--- config.mk ---
export PLATFORM = sky130hd
export DESIGN_NAME = stable_priority_queue_unit
export DESIGN_NICKNAME = d
export VERILOG_FILES = /design/src/hdl/spq_pkg.sv /design/src/hdl/spq_ctrl.sv /design/src/hdl/spq_datapath.sv /design/src/hdl/stable_priority_queue_unit.sv
export SDC_FILE = /design/constraint.sdc
export NUM_CORES = 2
export LEC_CHECK = 0
export BUFFER_PORTS_ARGS = -buffer_cell sky130_fd_sc_hd__buf_2
export CAP_MARGIN = 15
export CORE_ASPECT_RATIO = 1.2
export CORE_MARGIN = 2
export CORE_UTILIZATION = 55
export DETAILED_ROUTE_END_ITERATION = 7
export MAX_ROUTING_LAYER = met4
export PLACE_DENSITY_LB_ADDON = 0.2
export SYNTH_ARGS = -nofsm -noshare
export SYNTH_HDL_FRONTEND = slang
export SYNTH_SLANG_ARGS = --single-unit
--- constraint.sdc ---
create_clock -name i_clk -period 5.6 [get_ports i_clk]
set_input_delay 0.84 -clock i_clk [delete_from_list [all_inputs] [get_ports i_clk]]
set_output_delay 0.84 -clock i_clk [all_outputs]
set_load 0.02 [all_outputs]
--- src/hdl/spq_pkg.sv ---
// ----------------------------------------------------------------------------
// spq_pkg
// Shared types, sizes and codes for the stable priority queue unit.
// ----------------------------------------------------------------------------
package spq_pkg;

    localparam int QUEUE_DEPTH = 16;
    localparam int CNT_W       = $clog2(QUEUE_DEPTH + 1);
    localparam int PEND_W      = 5;
    localparam int PROD_W      = 16;
    localparam int QTY_W       = 16;
    localparam int PRIO_W      = 8;
    localparam int KIND_W      = 2;
    localparam int STAT_W      = 2;

    localparam logic [KIND_W-1:0] KIND_INSERT = 2'd0;
    localparam logic [KIND_W-1:0] KIND_POP    = 2'd1;
    localparam logic [KIND_W-1:0] KIND_CLEAR  = 2'd2;

    localparam logic [STAT_W-1:0] ST_OK    = 2'd0;
    localparam logic [STAT_W-1:0] ST_FULL  = 2'd1;
    localparam logic [STAT_W-1:0] ST_EMPTY = 2'd2;

    typedef logic [CNT_W-1:0]  t_cnt;
    typedef logic [PEND_W-1:0] t_pend;

    typedef struct packed {
        logic [PROD_W-1:0] product;
        logic [QTY_W-1:0]  quantity;
        logic [PRIO_W-1:0] prio;
    } t_entry;

    typedef struct packed {
        logic capture;
        logic exec;
    } t_cmd;

endpackage

--- src/hdl/spq_ctrl.sv ---
// ----------------------------------------------------------------------------
// spq_ctrl
// Controller: accepts a transaction, schedules its execution and owns the
// result valid flag.
// ----------------------------------------------------------------------------
module spq_ctrl (
    input  logic          i_clk,
    input  logic          i_rst_n,
    input  logic          i_in_valid,
    output logic          o_in_ready,
    output logic          o_out_valid,
    input  logic          i_out_ready,
    output spq_pkg::t_cmd o_cmd
);

    localparam logic S_IDLE = 1'b0;
    localparam logic S_EXEC = 1'b1;

    logic r_state;
    logic n_state;
    logic r_out_valid;
    logic n_out_valid;
    logic w_capture;
    logic w_exec;

    assign o_in_ready  = (r_state == S_IDLE);
    assign w_capture   = i_in_valid && o_in_ready;
    assign w_exec      = (r_state == S_EXEC) && (!r_out_valid || i_out_ready);
    assign o_out_valid = r_out_valid;
    assign o_cmd.capture = w_capture;
    assign o_cmd.exec    = w_exec;

    always_comb begin
        n_state = r_state;
        unique case (r_state)
            S_IDLE: begin
                if (w_capture) begin
                    n_state = S_EXEC;
                end
            end
            S_EXEC: begin
                if (w_exec) begin
                    n_state = S_IDLE;
                end
            end
            default: begin
                n_state = S_IDLE;
            end
        endcase
    end

    always_comb begin
        n_out_valid = r_out_valid;
        if (w_exec) begin
            n_out_valid = 1'b1;
        end else if (i_out_ready) begin
            n_out_valid = 1'b0;
        end
    end

    always_ff @(posedge i_clk) begin
        if (!i_rst_n) begin
            r_state     <= S_IDLE;
            r_out_valid <= 1'b0;
        end else begin
            r_state     <= n_state;
            r_out_valid <= n_out_valid;
        end
    end

    a_capture_to_exec: assert property (@(posedge i_clk) disable iff (!i_rst_n)
        w_capture |=> (r_state == S_EXEC))
        else $error("Accepted transaction did not move to execution.");

    a_exec_holds_on_stall: assert property (@(posedge i_clk) disable iff (!i_rst_n)
        ((r_state == S_EXEC) && r_out_valid && !i_out_ready) |=> (r_state == S_EXEC))
        else $error("Execution left while the result register was occupied.");

    a_exec_gives_result: assert property (@(posedge i_clk) disable iff (!i_rst_n)
        w_exec |=> (r_out_valid && (r_state == S_IDLE)))
        else $error("Execution did not present a result.");

endmodule

--- src/hdl/spq_datapath.sv ---
// ----------------------------------------------------------------------------
// spq_datapath
// Sorted shift-register queue with parallel priority compare, the input
// holding registers and the result register.
// ----------------------------------------------------------------------------
module spq_datapath (
    input  logic                        i_clk,
    input  logic                        i_rst_n,
    input  spq_pkg::t_cmd               i_cmd,
    input  logic [spq_pkg::KIND_W-1:0]  i_kind,
    input  logic [spq_pkg::PROD_W-1:0]  i_order_product,
    input  logic [spq_pkg::QTY_W-1:0]   i_order_quantity,
    input  logic [spq_pkg::PRIO_W-1:0]  i_order_priority,
    output logic                        o_popped_valid,
    output logic [spq_pkg::PROD_W-1:0]  o_popped_product,
    output logic [spq_pkg::QTY_W-1:0]   o_popped_quantity,
    output logic [spq_pkg::PRIO_W-1:0]  o_popped_priority,
    output logic [spq_pkg::STAT_W-1:0]  o_status,
    output logic [spq_pkg::PEND_W-1:0]  o_pending_count
);

    logic [spq_pkg::KIND_W-1:0] r_kind;
    spq_pkg::t_entry            r_new;
    spq_pkg::t_entry            r_slot [spq_pkg::QUEUE_DEPTH];
    spq_pkg::t_entry            n_slot [spq_pkg::QUEUE_DEPTH];
    spq_pkg::t_cnt              r_count;
    spq_pkg::t_cnt              n_count;

    logic                       r_popped_valid;
    spq_pkg::t_entry            r_popped;
    logic [spq_pkg::STAT_W-1:0] r_status;
    spq_pkg::t_pend             r_pending;

    logic                       n_popped_valid;
    spq_pkg::t_entry            n_popped;
    logic [spq_pkg::STAT_W-1:0] n_status;

    logic [spq_pkg::QUEUE_DEPTH-1:0] w_ge;
    logic [spq_pkg::QUEUE_DEPTH-1:0] w_ge_prev;
    logic                            w_full;
    logic                            w_empty;
    logic                            w_do_insert;
    logic                            w_do_pop;

    assign w_full      = (r_count == spq_pkg::t_cnt'(spq_pkg::QUEUE_DEPTH));
    assign w_empty     = (r_count == '0);
    assign w_do_insert = (r_kind == spq_pkg::KIND_INSERT) && !w_full;
    assign w_do_pop    = (r_kind == spq_pkg::KIND_POP) && !w_empty;

    for (genvar k = 0; k < spq_pkg::QUEUE_DEPTH; k++) begin : g_cmp
        assign w_ge[k] = (spq_pkg::t_cnt'(k) < r_count) &&
                         (r_slot[k].prio >= r_new.prio);
    end

    if (spq_pkg::QUEUE_DEPTH > 1) begin : g_prev
        assign w_ge_prev = {w_ge[spq_pkg::QUEUE_DEPTH-2:0], 1'b1};
    end else begin : g_prev_one
        assign w_ge_prev = 1'b1;
    end

    for (genvar k = 0; k < spq_pkg::QUEUE_DEPTH; k++) begin : g_slot
        spq_pkg::t_entry w_below;
        spq_pkg::t_entry w_above;
        if (k == 0) begin : g_first
            assign w_above = r_new;
        end else begin : g_mid
            assign w_above = r_slot[k-1];
        end
        if (k == spq_pkg::QUEUE_DEPTH - 1) begin : g_last
            assign w_below = r_slot[k];
        end else begin : g_rest
            assign w_below = r_slot[k+1];
        end
        always_comb begin
            n_slot[k] = r_slot[k];
            if (w_do_insert) begin
                if (w_ge[k]) begin
                    n_slot[k] = r_slot[k];
                end else if (w_ge_prev[k]) begin
                    n_slot[k] = r_new;
                end else begin
                    n_slot[k] = w_above;
                end
            end else if (w_do_pop) begin
                n_slot[k] = w_below;
            end
        end
    end

    always_comb begin
        n_count        = r_count;
        n_status       = spq_pkg::ST_OK;
        n_popped_valid = 1'b0;
        n_popped       = '0;
        unique case (r_kind)
            spq_pkg::KIND_INSERT: begin
                if (w_full) begin
                    n_status = spq_pkg::ST_FULL;
                end else begin
                    n_count = r_count + spq_pkg::t_cnt'(1);
                end
            end
            spq_pkg::KIND_POP: begin
                if (w_empty) begin
                    n_status = spq_pkg::ST_EMPTY;
                end else begin
                    n_popped_valid = 1'b1;
                    n_popped       = r_slot[0];
                    n_count        = r_count - spq_pkg::t_cnt'(1);
                end
            end
            spq_pkg::KIND_CLEAR: begin
                n_count = '0;
            end
            default: begin
                n_count = r_count;
            end
        endcase
    end

    always_ff @(posedge i_clk) begin
        if (i_cmd.capture) begin
            r_kind         <= i_kind;
            r_new.product  <= i_order_product;
            r_new.quantity <= i_order_quantity;
            r_new.prio     <= i_order_priority;
        end
        if (i_cmd.exec) begin
            r_slot         <= n_slot;
            r_popped_valid <= n_popped_valid;
            r_popped       <= n_popped;
            r_status       <= n_status;
            r_pending      <= spq_pkg::t_pend'(n_count);
        end
    end

    always_ff @(posedge i_clk) begin
        if (!i_rst_n) begin
            r_count <= '0;
        end else if (i_cmd.exec) begin
            r_count <= n_count;
        end
    end

    assign o_popped_valid    = r_popped_valid;
    assign o_popped_product  = r_popped.product;
    assign o_popped_quantity = r_popped.quantity;
    assign o_popped_priority = r_popped.prio;
    assign o_status          = r_status;
    assign o_pending_count   = r_pending;

    a_count_bounded: assert property (@(posedge i_clk) disable iff (!i_rst_n)
        r_count <= spq_pkg::t_cnt'(spq_pkg::QUEUE_DEPTH))
        else $error("Entry count exceeds the queue depth.");

    a_insert_grows: assert property (@(posedge i_clk) disable iff (!i_rst_n)
        (i_cmd.exec && w_do_insert) |=> (r_count == $past(r_count) + spq_pkg::t_cnt'(1)))
        else $error("Accepted insert did not grow the queue by one.");

    a_pop_front: assert property (@(posedge i_clk) disable iff (!i_rst_n)
        (i_cmd.exec && w_do_pop) |=> (r_popped_valid &&
            (r_popped.prio == $past(r_slot[0].prio))))
        else $error("Pop did not return the front entry.");

endmodule

--- src/hdl/stable_priority_queue_unit.sv ---
// ----------------------------------------------------------------------------
// stable_priority_queue_unit
// Bounded priority queue of orders kept sorted by priority, highest first,
// with equal priorities served in arrival order.
// ----------------------------------------------------------------------------
//  Channel  | Handshake                 | Payload
//  ---------+---------------------------+-----------------------------------
//  input    | i_in_valid / o_in_ready   | i_kind, i_order_product,
//           |                           | i_order_quantity, i_order_priority
//  output   | o_out_valid / i_out_ready | o_popped_*, o_status,
//           |                           | o_pending_count
//
// Each transaction is captured into the holding registers, then executed as
// all queue slots compare and shift in parallel; the next one is taken only
// after it has executed. A result register decouples the two sides, so a new
// transaction is taken while a result waits. Execution stalls only while that
// register is still occupied. Synchronous reset empties the queue.
// ----------------------------------------------------------------------------
module stable_priority_queue_unit (
    input  logic                        i_clk,
    input  logic                        i_rst_n,
    input  logic                        i_in_valid,
    output logic                        o_in_ready,
    input  logic [spq_pkg::KIND_W-1:0]  i_kind,
    input  logic [spq_pkg::PROD_W-1:0]  i_order_product,
    input  logic [spq_pkg::QTY_W-1:0]   i_order_quantity,
    input  logic [spq_pkg::PRIO_W-1:0]  i_order_priority,
    output logic                        o_out_valid,
    input  logic                        i_out_ready,
    output logic                        o_popped_valid,
    output logic [spq_pkg::PROD_W-1:0]  o_popped_product,
    output logic [spq_pkg::QTY_W-1:0]   o_popped_quantity,
    output logic [spq_pkg::PRIO_W-1:0]  o_popped_priority,
    output logic [spq_pkg::STAT_W-1:0]  o_status,
    output logic [spq_pkg::PEND_W-1:0]  o_pending_count
);

    spq_pkg::t_cmd w_cmd;

    spq_ctrl u_ctrl (
        .i_clk       (i_clk),
        .i_rst_n     (i_rst_n),
        .i_in_valid  (i_in_valid),
        .o_in_ready  (o_in_ready),
        .o_out_valid (o_out_valid),
        .i_out_ready (i_out_ready),
        .o_cmd       (w_cmd)
    );

    spq_datapath u_datapath (
        .i_clk             (i_clk),
        .i_rst_n           (i_rst_n),
        .i_cmd             (w_cmd),
        .i_kind            (i_kind),
        .i_order_product   (i_order_product),
        .i_order_quantity  (i_order_quantity),
        .i_order_priority  (i_order_priority),
        .o_popped_valid    (o_popped_valid),
        .o_popped_product  (o_popped_product),
        .o_popped_quantity (o_popped_quantity),
        .o_popped_priority (o_popped_priority),
        .o_status          (o_status),
        .o_pending_count   (o_pending_count)
    );

endmodule

==> Implementation_results.wiki <==
{| class="wikitable"
! Metric !! Value
|-
| Run status || finished, final reports clean
|-
| Async S/R FF share, synth || 0
|-
| Detailed-route wire length || roughly 120000 um
|-
| CTS sink count || roughly 740
|-
| Number of setup violations in the final report || 0
|-
| Skew final || roughly 0.032 ns
|-
| Num rows || around 110
|-
| Register clock-pin slew on the reported worst setup and hold paths || ~0.06 ns
|-
| WS Path Type || register to register
|-
| Minimum clock period || 4.601 ns
|-
| Placer's final routability congestion estimate || ~1
|-
| Destination of the critical timing path || u_datapath.g_slot[12].w_below[23]
|-
| Post-synth cell types || 55
|-
| Pins over their slew limit || 0
|-
| Buffer depth of the longest clock path || 3
|-
| Sum of internal, switching and leakage power || between 10 and 15 mW
|-
| Met3 WL || 12300 um
|-
| Post-Syn Area || just under 40000 um^2
|-
| Required time of the worst setup path || between 5 and 6 ns
|-
| Share of the synthesized area in the top cell type || 0.5631
|-
| Number of buffers added by the clock tree synthesis step || 78
|-
| NumNets Final || around 3.4k
|-
| Relative max-transition margin || 0.1704
|-
| Post-detailed-route DRC marker count || 0
|-
| Routed metal-1 wire length || approximately 50000 um
|-
| Sequential Area || between 20000 and 25000 um^2
|-
| Peak supply drop || roughly 0.29 mV
|-
| Synthesized net count || roughly 3.5k
|-
| Number of fill cells in the layout || approximately 5.5k
|-
| CP arrival || roughly 5 ns
|-
| Setup crit start kind || register
|-
| Mean Syn Cell Area || approximately 12 um^2
|-
| CP endpoint kind || register
|-
| Largest net degree at the start of global routing || between 200 and 250
|-
| Actual slew at the worst max-slew pin || between 1 and 1.5 ns
|-
| Via count of the first global-routing pass || between 20k and 30k
|-
| Via count of the routed design || 29.71k
|-
| Aggregate global routing overflow || 0
|-
| Global-route wire length before repair || approximately 180000 um
|-
| Overall global routing resource usage || 0.3274
|-
| Share of the cycle needed by the critical path after routing || 0.8216
|-
| CTS hold repair buffers || 0
|-
| Post-route worst setup slack || around 1.0 ns
|-
| Most area-hungry cell type in the Yosys netlist || edfxtp_1
|-
| Power per standard cell area || a little over 300 nW/um^2
|-
| Leakage dissipation || around 15 nW
|-
| Met2 WL post-DR || 51510 um
|-
| R2R cell count || 8
|-
| Reg-to-reg setup timing slack || roughly 1.0 ns
|-
| Antenna violations before repair || 5
|-
| Area of the multi-input gates || about 15000 um^2
|-
| Initial core utilization || 0.5569
|-
| Count of flip-flops with a built-in enable after synthesis || 730
|-
| Most instantiated flip-flop cell in the synthesis netlist || edfxtp_1
|-
| Launching point of the worst reg2reg path || u_datapath.g_slot[0].w_above[6]
|-
| Post-layout util || 0.6050
|-
| Max Fanout on Critical Path || 41
|-
| Half-perimeter wire length of the detailed placement result || 79340 um
|-
| Core area || 69890 um^2
|-
| Via/cell ratio || roughly 7.1
|-
| Clock tree from TritonCTS || done
|-
| Final routed wire length divided by cell count || 28.19 um
|-
| Sum of negative setup slack || 0 ns
|-
| Worst Hold Class || input pin to register
|-
| Detail Route Antenna Nets || 0
|-
| Number of synthesis warnings || 0
|-
| Die ar. || between 70000 and 80000 um^2
|-
| Setup repair after global routing missed its margin || no
|-
| Final Hold Vio Count || 0
|-
| Port Buffer Count || 95
|-
| Maximum capacitance violations || 0
|-
| Root Driver || clkbuf_16
|-
| Length of the first detailed-routing pass in iterations || 6
|-
| I/O pin cnt || 96
|-
| Die width || about 250 um
|-
| Post-synthesis instance total || approximately 3.3k
|-
| Number of DRC violations after detailed-routing iteration 0 || approximately 4.6k
|-
| Worst flop-to-flop path endpoint || u_datapath.g_slot[12].w_below[23]
|-
| Sequential fraction of the synthesis area || 0.5667
|-
| Yosys reg bits || 737
|-
| Post-synthesis to final-layout area growth || 8.640%
|-
| Die height || 295.4 um
|-
| Largest cells by area after synthesis || edfxtp_1 56%, a221o_1 14%, a21oi_1 6.8%
|-
| Count of H-tree levels built during CTS || 3
|-
| Clock Latency Late Sink || between 0.6 and 0.7 ns
|-
| Most frequent cell after synthesis || edfxtp_1
|-
| Buffers inserted during post-CTS setup optimization || 0
|-
| Top achievable clock speed || between 0.2 and 0.25 GHz
|-
| CP Launch Point || u_datapath.g_slot[0].w_above[6]
|-
| Pre-CTS worst setup slack || 1.121 ns
|-
| Resize count post-CTS || 0
|-
| List of most frequent post-synthesis cells || 730 x edfxtp_1, 559 x a221o_1, 531 x a21oi_1, 530 x nand2_1, 213 x clkbuf_1
|-
| Proportion of layout cells with a drive suffix above 1 || 0.1172
|-
| Highest routed layer || met4
|}
[power by group]
| group | switching [mW] | internal (mW) |
|---|---|---|
| registers | 0.162 | 6.35 |
| logic | 1.05 | 0.536 |
| clock network | 2.22 | 2.84 |
[per-stage QoR]
stage | cells | hold WS, ns | area (um^2)
finish | 4170 | 0.3683 | 42290
global route | 4169 | 0.3551 | 42290
CTS | 4167 | 0.3368 | 42260
detailed placement | 4026 | 0.5084 | 39830
floorplan | 3341 | 0.5182 | 38930
global placement | 4026 | 0.4884 | 39830
[final cells by class]
class                      count  area share
antenna                        2   0.0001183
clock inverter                42    0.008906
sequential                   737      0.5217
inverter                      33    0.002929
multi-input combinational   2168      0.3634
clock buffer                  99     0.04852
timing repair buffer         171     0.02728
tap                          918     0.02716
[state kept, by name, indices dropped and copies added (netlist names), 2 cells and up]
register	flops
u_datapath.g_slot.w_below	520
u_datapath.o_popped_product	16
u_datapath.o_popped_quantity	16
u_datapath.o_popped_priority	8
u_datapath.o_status	2
u_datapath.r_count	5
u_datapath.r_kind	2
u_datapath.g_slot.w_above	160
u_datapath.o_pending_count	5
[placed cells by master, fill, tap and decap left out, drive strengths merged, types with 15 or more instances in the layout]
cell type and instances:
a31oi 15, a221o 559, nor2 20, and3 43
clkbuf 99, a21o 58, and2 99, ha 132
nand2 531, inv 37, a221oi 15, a211oi 18
clkinv 31, edfxtp 730, mux2 40, buf 171
o21ai 30, a21oi 531, nand2b 16
[per-layer routing]
metal / vias to the layer above / GRT usage
met1: 14689 / 0.4799
li1: 12896 / -
met3: 207 / 0.05619
met2: 1915 / 0.4642
met5: - / -
met4: 0 / 0.1033
[how the worst min path moves through the flow]
stage / end / start / slack, ns / cells after the start
after detailed placement: u_ctrl.o_out_valid / u_ctrl.o_out_valid / 0.51 / 2
after global routing: u_datapath.g_slot[0].w_above[24] / i_order_product[0] / 0.36 / 1
after CTS: u_datapath.g_slot[0].w_above[22] / i_order_quantity[14] / 0.34 / 1
final: u_datapath.g_slot[0].w_above[19] / i_order_quantity[11] / 0.37 / 1
after floorplan: u_ctrl.r_state / u_ctrl.r_state / 0.52 / 2
after global placement: u_ctrl.o_out_valid / u_ctrl.o_out_valid / 0.49 / 2
[logic make-up after synthesis]
kind of cell | after synthesis | synth area share
fa+ha+maj | 132 | 0.04243
simple gates | 723 | 0.08139
mux | 42 | 0.01209
flops | 737 | 0.5667
buf+inv | 436 | 0.05050
compound gates | 1271 | 0.2469
[worst max-delay path, cell delays in order (launching register included)]
cell and delay, ns:
edfxtp_1 0.41, inv_1 0.75, ha_1 0.39, and2_1 0.16, a221oi_1 0.45, o21ai_4 0.41
and2_2 0.66, a21oi_4 0.51, buf_4 0.46
(Power assumes the default switching activity.)
